File: src/rtl/mppt_po_pkg.sv
// Package for the perturb-and-observe MPPT block: field widths, register
// indexes, reset values and result codes. No dependencies.
`default_nettype none

package mppt_po_pkg;

  localparam int MV_W      = 16;
  localparam int PWR_W     = 20;
  localparam int STEP_W    = 10;
  localparam int OUT_DUTY_W = 10;
  localparam int CODE_W    = 2;
  localparam int CFG_IDX_W = 3;
  localparam int CFG_DATA_W = 20;

  localparam int DUTY_BITS_DEF = 10;

  // Severe overvoltage margin above max_out_mv
  localparam logic [MV_W:0] OV_MARGIN_MV = 17'd5000;

  localparam logic [MV_W-1:0]   MAX_OUT_RST   = 16'd14000;
  localparam logic [MV_W-1:0]   MIN_IN_RST    = 16'd5000;
  localparam logic [PWR_W-1:0]  MAX_PWR_RST   = 20'd20000;
  localparam logic [MV_W-1:0]   SHORT_RST     = 16'd1000;
  localparam logic [STEP_W-1:0] DUTY_STEP_RST = 10'd1;
  localparam logic [STEP_W-1:0] DUTY_MAX_RST  = 10'd1023;

  typedef enum logic [CFG_IDX_W-1:0] {
    CFG_MAX_OUT_MV  = 3'd0,
    CFG_MIN_IN_MV   = 3'd1,
    CFG_MAX_PWR_MW  = 3'd2,
    CFG_SHORT_MV    = 3'd3,
    CFG_DUTY_STEP   = 3'd4,
    CFG_DUTY_MAX    = 3'd5
  } cfg_idx_t;

  typedef enum logic [1:0] {
    REC_NONE = 2'd0,
    REC_OV   = 2'd1,
    REC_OP   = 2'd2
  } rec_mode_t;

  typedef enum logic [CODE_W-1:0] {
    ST_OK    = 2'd0,
    ST_OV    = 2'd1,
    ST_OP    = 2'd2,
    ST_SHORT = 2'd3
  } status_t;

  typedef enum logic [CODE_W-1:0] {
    LED_KEEP = 2'd0,
    LED_OFF  = 2'd1,
    LED_ON   = 2'd2
  } led_t;

endpackage

`default_nettype wire

File: src/rtl/mppt_meas_if.sv
// Measurement channel: valid/ready handshake plus one measurement item.
// Depends on mppt_po_pkg for field widths.
`default_nettype none

interface mppt_meas_if
  import mppt_po_pkg::*;
();
  logic             valid;
  logic             ready;
  logic [MV_W-1:0]  out_mv;
  logic [MV_W-1:0]  in_mv;
  logic [PWR_W-1:0] in_power_mw;
  logic             run_step;

  modport source (output valid, out_mv, in_mv, in_power_mw, run_step, input ready);
  modport sink   (input valid, out_mv, in_mv, in_power_mw, run_step, output ready);
endinterface

`default_nettype wire

File: src/rtl/mppt_res_if.sv
// Result channel: valid/ready handshake plus one duty/status item.
// Depends on mppt_po_pkg for field widths.
`default_nettype none

interface mppt_res_if
  import mppt_po_pkg::*;
();
  logic                  valid;
  logic                  ready;
  logic [OUT_DUTY_W-1:0] duty;
  logic [CODE_W-1:0]     status;
  logic [CODE_W-1:0]     led_cmd;
  logic                  recovering;

  modport source (output valid, duty, status, led_cmd, recovering, input ready);
  modport sink   (input valid, duty, status, led_cmd, recovering, output ready);
endinterface

`default_nettype wire

File: src/rtl/mppt_perturb_observe_with_failsafe.sv
// Top level of the perturb-and-observe MPPT with fail-safe recovery.
// Depends on mppt_po_pkg, mppt_meas_if and mppt_res_if.
//
//  channel   dir   handshake        payload
//  in_ch     in    valid/ready      out_mv, in_mv, in_power_mw, run_step
//  out_ch    out   valid/ready      duty, status, led_cmd, recovering
//  cfg_*     in    cfg_we only      cfg_idx, cfg_wdata
//
// One item per cycle sustained while out_ch.ready is high; an accepted item passes
// through the input register, then the decision logic into the result register.
// Tracker state updates when an item moves from the input to the result register.
// Synchronous active-low reset restores register defaults and clears state.
// A stalled result holds; the input register still takes one more item.
`default_nettype none

module mppt_perturb_observe_with_failsafe
  import mppt_po_pkg::*;
#(
  parameter int DUTY_BITS = DUTY_BITS_DEF
) (
  input  wire logic                  clk,
  input  wire logic                  rst_n,
  mppt_meas_if.sink                  in_ch,
  mppt_res_if.source                 out_ch,
  input  wire logic                  cfg_we,
  input  wire logic [CFG_IDX_W-1:0]  cfg_idx,
  input  wire logic [CFG_DATA_W-1:0] cfg_wdata
);

  localparam int DW = DUTY_BITS;
  localparam int AW = ((DW > STEP_W) ? DW : STEP_W) + 1;

  // configuration
  logic [MV_W-1:0]   max_out_r, min_in_r, short_r;
  logic [PWR_W-1:0]  max_pwr_r;
  logic [STEP_W-1:0] duty_step_r, duty_max_r;

  // input register
  logic              in_vld_r;
  logic [MV_W-1:0]   vout_r, vin_r;
  logic [PWR_W-1:0]  pin_r;
  logic              run_r;

  // tracker state
  logic [DW-1:0]     duty_r, duty_nxt;
  logic              step_up_r, step_up_nxt;
  logic [PWR_W-1:0]  prev_pwr_r, prev_pwr_nxt;
  rec_mode_t         rec_r, rec_nxt;

  // result register
  logic                  out_vld_r;
  logic [OUT_DUTY_W-1:0] duty_o_r;
  status_t               status_r, status_nxt;
  led_t                  led_r, led_nxt;
  logic                  recov_r;

  logic advance;
  logic in_take;

  assign advance = in_vld_r && (!out_vld_r || out_ch.ready);
  assign in_ch.ready = !in_vld_r || advance;
  assign in_take = in_ch.valid && in_ch.ready;

  // duty arithmetic
  logic [AW-1:0] duty_ext, step_ext, mask_ext, max_ext, top_ext, sum_ext;
  logic [DW-1:0] dec_val, inc_val;
  logic [MV_W:0] ov_lim;
  logic          pwr_over;

  always_comb begin
    duty_ext = AW'(duty_r);
    step_ext = AW'(duty_step_r);
    mask_ext = AW'({DW{1'b1}});
    max_ext  = AW'(duty_max_r);
    top_ext  = (max_ext > mask_ext) ? mask_ext : max_ext;
    sum_ext  = duty_ext + step_ext;
    dec_val  = (duty_ext < step_ext) ? '0 : DW'(duty_ext - step_ext);
    inc_val  = (sum_ext > top_ext) ? DW'(top_ext) : DW'(sum_ext);
    ov_lim   = {1'b0, max_out_r} + OV_MARGIN_MV;
    pwr_over = pin_r > max_pwr_r;
  end

  always_comb begin
    duty_nxt     = duty_r;
    step_up_nxt  = step_up_r;
    prev_pwr_nxt = prev_pwr_r;
    rec_nxt      = rec_r;
    status_nxt   = ST_OK;
    led_nxt      = LED_KEEP;
    unique case (rec_r)
      REC_OV: begin
        status_nxt = ST_OV;
        if (vout_r > max_out_r) begin
          duty_nxt = dec_val;
          led_nxt  = LED_ON;
        end else begin
          rec_nxt = REC_NONE;
        end
      end
      REC_OP: begin
        status_nxt = ST_OP;
        if (pwr_over) begin
          duty_nxt = dec_val;
        end else begin
          rec_nxt = REC_NONE;
        end
      end
      default: begin
        rec_nxt = REC_NONE;
        priority if ({1'b0, vout_r} > ov_lim) begin
          rec_nxt    = REC_OV;
          status_nxt = ST_OV;
          duty_nxt   = dec_val;
          led_nxt    = LED_ON;
        end else if (pwr_over) begin
          rec_nxt    = REC_OP;
          status_nxt = ST_OP;
          duty_nxt   = dec_val;
        end else if (vout_r < short_r) begin
          status_nxt = ST_SHORT;
          duty_nxt   = '0;
        end else if (vout_r > max_out_r || vin_r < min_in_r) begin
          duty_nxt = dec_val;
          led_nxt  = LED_OFF;
        end else if (run_r) begin
          prev_pwr_nxt = pin_r;
          if (pin_r > prev_pwr_r) begin
            duty_nxt = step_up_r ? inc_val : dec_val;
          end else if (pin_r < prev_pwr_r) begin
            // power dropped: reverse direction
            step_up_nxt = !step_up_r;
            duty_nxt    = step_up_r ? dec_val : inc_val;
          end
        end
      end
    endcase
  end

  // configuration writes
  always_ff @(posedge clk) begin
    if (!rst_n) begin
      max_out_r   <= MAX_OUT_RST;
      min_in_r    <= MIN_IN_RST;
      max_pwr_r   <= MAX_PWR_RST;
      short_r     <= SHORT_RST;
      duty_step_r <= DUTY_STEP_RST;
      duty_max_r  <= DUTY_MAX_RST;
    end else if (cfg_we) begin
      unique case (cfg_idx)
        CFG_MAX_OUT_MV: max_out_r   <= cfg_wdata[MV_W-1:0];
        CFG_MIN_IN_MV:  min_in_r    <= cfg_wdata[MV_W-1:0];
        CFG_MAX_PWR_MW: max_pwr_r   <= cfg_wdata[PWR_W-1:0];
        CFG_SHORT_MV:   short_r     <= cfg_wdata[MV_W-1:0];
        CFG_DUTY_STEP:  duty_step_r <= cfg_wdata[STEP_W-1:0];
        CFG_DUTY_MAX:   duty_max_r  <= cfg_wdata[STEP_W-1:0];
        default: ;
      endcase
    end
  end

  // input register
  always_ff @(posedge clk) begin
    if (!rst_n) begin
      in_vld_r <= 1'b0;
    end else if (in_take) begin
      in_vld_r <= 1'b1;
    end else if (advance) begin
      in_vld_r <= 1'b0;
    end
  end

  always_ff @(posedge clk) begin
    if (in_take) begin
      vout_r <= in_ch.out_mv;
      vin_r  <= in_ch.in_mv;
      pin_r  <= in_ch.in_power_mw;
      run_r  <= in_ch.run_step;
    end
  end

  // state and result register
  always_ff @(posedge clk) begin
    if (!rst_n) begin
      duty_r     <= '0;
      step_up_r  <= 1'b0;
      prev_pwr_r <= '0;
      rec_r      <= REC_NONE;
      out_vld_r  <= 1'b0;
    end else begin
      if (advance) begin
        duty_r     <= duty_nxt;
        step_up_r  <= step_up_nxt;
        prev_pwr_r <= prev_pwr_nxt;
        rec_r      <= rec_nxt;
        out_vld_r  <= 1'b1;
      end else if (out_ch.ready) begin
        out_vld_r  <= 1'b0;
      end
    end
  end

  always_ff @(posedge clk) begin
    if (advance) begin
      duty_o_r <= OUT_DUTY_W'(duty_nxt);
      status_r <= status_nxt;
      led_r    <= led_nxt;
      recov_r  <= (rec_nxt != REC_NONE);
    end
  end

  assign out_ch.valid      = out_vld_r;
  assign out_ch.duty       = duty_o_r;
  assign out_ch.status     = status_r;
  assign out_ch.led_cmd    = led_r;
  assign out_ch.recovering = recov_r;

endmodule

`default_nettype wire
File: src/flat_wrapper.sv
// flat-port wrapper written by rule: the top's interface ports become plain ports
module mppt_perturb_observe_with_failsafe_flat import mppt_po_pkg::*;
#(
  parameter int DUTY_BITS = DUTY_BITS_DEF
)
  (clk, rst_n, cfg_we, cfg_idx, cfg_wdata, in_ch_valid, in_ch_out_mv, in_ch_in_mv, in_ch_in_power_mw, in_ch_run_step, in_ch_ready, out_ch_valid, out_ch_duty, out_ch_status, out_ch_led_cmd, out_ch_recovering, out_ch_ready);
  mppt_meas_if in_ch_i ();
  mppt_res_if out_ch_i ();
  input  wire logic clk;
  input  wire logic rst_n;
  input  wire logic cfg_we;
  input  wire logic [CFG_IDX_W-1:0] cfg_idx;
  input  wire logic [CFG_DATA_W-1:0] cfg_wdata;
  input wire logic [$bits(in_ch_i.valid)-1:0] in_ch_valid;
  input wire logic [$bits(in_ch_i.out_mv)-1:0] in_ch_out_mv;
  input wire logic [$bits(in_ch_i.in_mv)-1:0] in_ch_in_mv;
  input wire logic [$bits(in_ch_i.in_power_mw)-1:0] in_ch_in_power_mw;
  input wire logic [$bits(in_ch_i.run_step)-1:0] in_ch_run_step;
  output wire logic [$bits(in_ch_i.ready)-1:0] in_ch_ready;
  output wire logic [$bits(out_ch_i.valid)-1:0] out_ch_valid;
  output wire logic [$bits(out_ch_i.duty)-1:0] out_ch_duty;
  output wire logic [$bits(out_ch_i.status)-1:0] out_ch_status;
  output wire logic [$bits(out_ch_i.led_cmd)-1:0] out_ch_led_cmd;
  output wire logic [$bits(out_ch_i.recovering)-1:0] out_ch_recovering;
  input wire logic [$bits(out_ch_i.ready)-1:0] out_ch_ready;
  assign in_ch_i.valid = in_ch_valid;
  assign in_ch_i.out_mv = in_ch_out_mv;
  assign in_ch_i.in_mv = in_ch_in_mv;
  assign in_ch_i.in_power_mw = in_ch_in_power_mw;
  assign in_ch_i.run_step = in_ch_run_step;
  assign in_ch_ready = in_ch_i.ready;
  assign out_ch_valid = out_ch_i.valid;
  assign out_ch_duty = out_ch_i.duty;
  assign out_ch_status = out_ch_i.status;
  assign out_ch_led_cmd = out_ch_i.led_cmd;
  assign out_ch_recovering = out_ch_i.recovering;
  assign out_ch_i.ready = out_ch_ready;
  mppt_perturb_observe_with_failsafe #(.DUTY_BITS(DUTY_BITS)) u_core (.clk(clk), .rst_n(rst_n), .in_ch(in_ch_i), .out_ch(out_ch_i), .cfg_we(cfg_we), .cfg_idx(cfg_idx), .cfg_wdata(cfg_wdata));
endmodule
File: config.mk
export PLATFORM = sky130hd
export DESIGN_NAME = mppt_perturb_observe_with_failsafe_flat
export DESIGN_NICKNAME = d
export VERILOG_FILES = /design/src/rtl/mppt_po_pkg.sv /design/src/rtl/mppt_meas_if.sv /design/src/rtl/mppt_res_if.sv /design/src/rtl/mppt_perturb_observe_with_failsafe.sv /design/src/flat_wrapper.sv
export SDC_FILE = /design/constraint.sdc
export NUM_CORES = 1
export LEC_CHECK = 0
export ABC_AREA = 1
export BUFFER_PORTS_ARGS = -buffer_cell sky130_fd_sc_hd__buf_2
export CAP_MARGIN = 30
export CORE_MARGIN = 2
export CORE_UTILIZATION = 50
export CTS_BUF_LIST = sky130_fd_sc_hd__clkbuf_4 sky130_fd_sc_hd__clkbuf_8
export DETAILED_ROUTE_END_ITERATION = 8
export PLACE_DENSITY = 0.69
export RECOVER_POWER = 50
export SLEW_MARGIN = 30
export SYNTH_ARGS = -nofsm -noshare
export SYNTH_HDL_FRONTEND = slang
export SYNTH_SLANG_ARGS = --single-unit
export TNS_END_PERCENT = 50
File: constraint.sdc
create_clock -name clk -period 4.6 [get_ports clk]
set_input_delay 0.23 -clock clk [delete_from_list [all_inputs] [get_ports clk]]
set_output_delay 0.23 -clock clk [all_outputs]
set_load 0.02 [all_outputs]
==> flow_summary.yaml <==
status:
  status: "finished, violations left"
  violations: "max-capacitance violations, max-slew violations"
synthesis:
  ys_seq_area_share_pct: 38.0
  synth_edf_count: 68
  synth.area.top_cells: "dfxtp_1 21%, edfxtp_1 17%, ha_1 14%, nand2_1 10%, a21oi_1 7.7%"
  synth_warnings: 0
  synth_cells: 1554
  postSynth.asyncResetShare_pct: 0
  ys_types: 51
  synth_fp_nets: 1769
  ys_ff_latch: 191
  avgSynthCellArea_um2: 7.63
  synth_top_area_cell: "dfxtp_1"
  synth_top_area_share_pct: 20.8
  synth_ff_type: "dfxtp_1"
  synth.cell_area_mm2: 0.0119
layout:
  final_common_cell: "nand2_1"
  nFillCells: 2222
  layout.nets: 1895
  num_antenna_cells: 0
  multiInputGateArea_mm2: 0.00618
  final_cell_area_mm2: 0.0136
  regArea_mm2: 0.00450
  layout_common_cells: "331 x nand2_1, 231 x inv_1, 182 x a21oi_1"
  areaGrowthSynthToFinish_pct: 14.3
  drive_gt1_share_pct: 9.10
sta:
  fmax_ghz: 0.247
  slew_violations: 96
  finalSetupTns_ps: 0
  skew_ps: 23.7
  relSlewSlack_pct: -60.3
  min_period_ps: 4050
  rsz0062_at_grt: "no"
  finalSetupViolCount: 0
  worst_slew_pin_slew_ps: 2400
  hold_viol: 0
  fin_crit_sh_pct: 88.1
global_routing:
  grt_pass1_wl_mm: 52.0
  gr-total-overflow: 0
  met2_usage_pct: 44.0
  busiest_layer: "met2"
  grt_max_degree: 60
  use_met1_pct: 34.5
  track_usage_pct: 26.7
  grt.met3_usage_pct: 4.43
  antenna_found_initial: 1
  grt_pass1_vias: 10300
floorplan:
  die_h_um: 158
  start_util_pct: 50.7
  io_pins: 98
  die_x_um: 158
  die_area_mm2: 0.0250
  coreArea_mm2: 0.0234
  core.rowCount: 56
route:
  first_pass_iters: 6
  drt_first_iter_violations: 656
  wl_per_cell_um: 16.2
  ant_nets: 0
  drcViolationCount: 0
  wirelength_mm: 32.6
  via_per_inst: 5.38
  dr_total_vias: 10800
clock_network:
  cts_buffer_depth: 2
  cts_tree: "built"
  clk_latency_ps: 490
  clock-sinks: 191
  htreeDepth: 4
  cts-root-buf: "clkbuf_8"
  path_clk_slew_ps: 130
  cts_made_buffers: 17
job:
  drv_cap: 2
power:
  powerDensity_mw_per_mm2: 305
  ir_drop_mv: 0.204
  leakage_uw: 0.00624
placement:
  dpl-instance-area_mm2: 0.0126
  hpwl_mm: 23.6
  portBuffers: 97
  place.gp.congestion: 0.961
critical_path:
  rrSetupSlack_ps: 550
  worstSetupPathType: "flip-flop to flip-flop"
  worst_setup_path_end_kind: "flip-flop"
  cp-start-kind: "flip-flop"
  r2r_end: "u_core.duty_r[6]"
  worstPathArrival_ps: 4480
  reg2regPathDepth: 30
  critPathMaxFanout: 10
  slowest_delay_ps: 510
  regToRegStartpoint: "u_core.duty_r[1]"
  path_common_cell: "nand2_1"
  cp.required_ps: 5030
  slowest_stage: "dfxtp_1"
hold_path:
  hold_end: "u_core.max_pwr_r[17]"
  hp-start: "cfg_wdata[17]"
  hold_path_class: "input pin to flip-flop"
  min_path_cells: 3
==> metrics by stage <==
stage | hold WS [ps] | total power (µW) | setup slack (ps) | std cells | utilization [%]
floorplan | 329 | 2600 | 1140 | 1554 | -
global placement | 406 | 2870 | 646 | 1927 | 53.8
detailed placement | 408 | 2890 | 686 | 1927 | 53.8
CTS | 8.70 | 4150 | 605 | 2012 | 58.1
global route | 4.90 | 4360 | 153 | 2012 | 57.9
finish | 12.9 | 4130 | 549 | 2012 | 57.9
==> registers in the layout, indices dropped and copies added, names as in the netlist, 16 cells and up <==
signal / count
u_core.vout_r: 16
u_core.prev_pwr_r: 20
u_core.max_pwr_r: 20
u_core.min_in_r: 16
u_core.short_r: 16
u_core.vin_r: 16
u_core.pin_r: 20
u_core.max_out_r: 16
==> critical path: cells and delay by family (launching register included) <==
kind / cells / cell delay (ps)
xor gates and xnor gates: 1 / 190
DFF: 1 / 510
buffers and inverters: 4 / 340
AOI/OAI and AO/OA: 1 / 120
and+or+nand+nor: 22 / 2020
adders and majority gates: 2 / 790
==> kinds of logic (layout without fill, tap and decap cells) <==
logic type,after synthesis,count (layout),share of synthesized area (%)
xor gates and xnor gates,16,16,1.18
and+or+nand+nor,564,564,20.6
DFF,191,191,38.0
AOI/OAI and AO/OA,349,349,16.1
adders and majority gates,134,134,14.3
buffers and inverters,300,439,9.91
==> area by class of cell <==
class | instances | area share (%)
clock buffers | 17 | 1.73
clock inverters | 15 | 1.64
inverters | 240 | 6.65
multi-input cells | 1063 | 45.6
flip-flops and latches | 191 | 33.2
well taps | 319 | 2.95
repair buffers | 167 | 8.19
==> timing repair <==
item,CTS,global route
resized for setup,0,0
buffers inserted,0,0
hold endpoints to repair,53,0
hold buffers,53,0
==> power by group <==
group	switching [µW]	internal, µW	leakage [µW]	total, µW
logic	645	351	0.00435	996
clock network	747	489	0.000226	1240
registers	59.7	1840	0.00166	1900
==> cells in the mapped netlist, types with 4 or more instances <==
cell type and n:
a21oi_1 182, buf_2 14, clkbuf_1 39, clkinv_1 4
dfxtp_1 123, edfxtp_1 68, ha_1 132, inv_1 233
nand2_1 331, nand2_2 5, nand3_1 87, nand4_1 33
nor2_1 78, nor3_1 8, o211ai_1 41, o21ai_0 106
or2_2 4, xor2_1 15
==> per-layer routing <==
| metal | vias to the layer above | share of wire [%] |
|---|---|---|
| li1 | 5429 | - |
| met1 | 4969 | 43 |
| met2 | 340 | 47 |
| met3 | 84 | 5.6 |
| met4 | 2 | 4.1 |
| met5 | - | 0.037 |
==> worst max path at each step <==
stage,endpoint,start,depth (start not counted)
6_report,u_core.duty_r[6],u_core.duty_r[1],30
5_1_grt,u_core.duty_r[6],u_core.duty_r[1],30
4_1_cts,u_core.duty_r[6],u_core.duty_r[1],30
3_5_place_dp,u_core.duty_r[6],u_core.duty_r[1],30
3_3_place_gp,u_core.duty_r[6],u_core.duty_r[1],30
2_1_floorplan,u_core.out_ch.duty[0],u_core.duty_r[1],28
No activity file was read; power rests on OpenSTA's default activity.
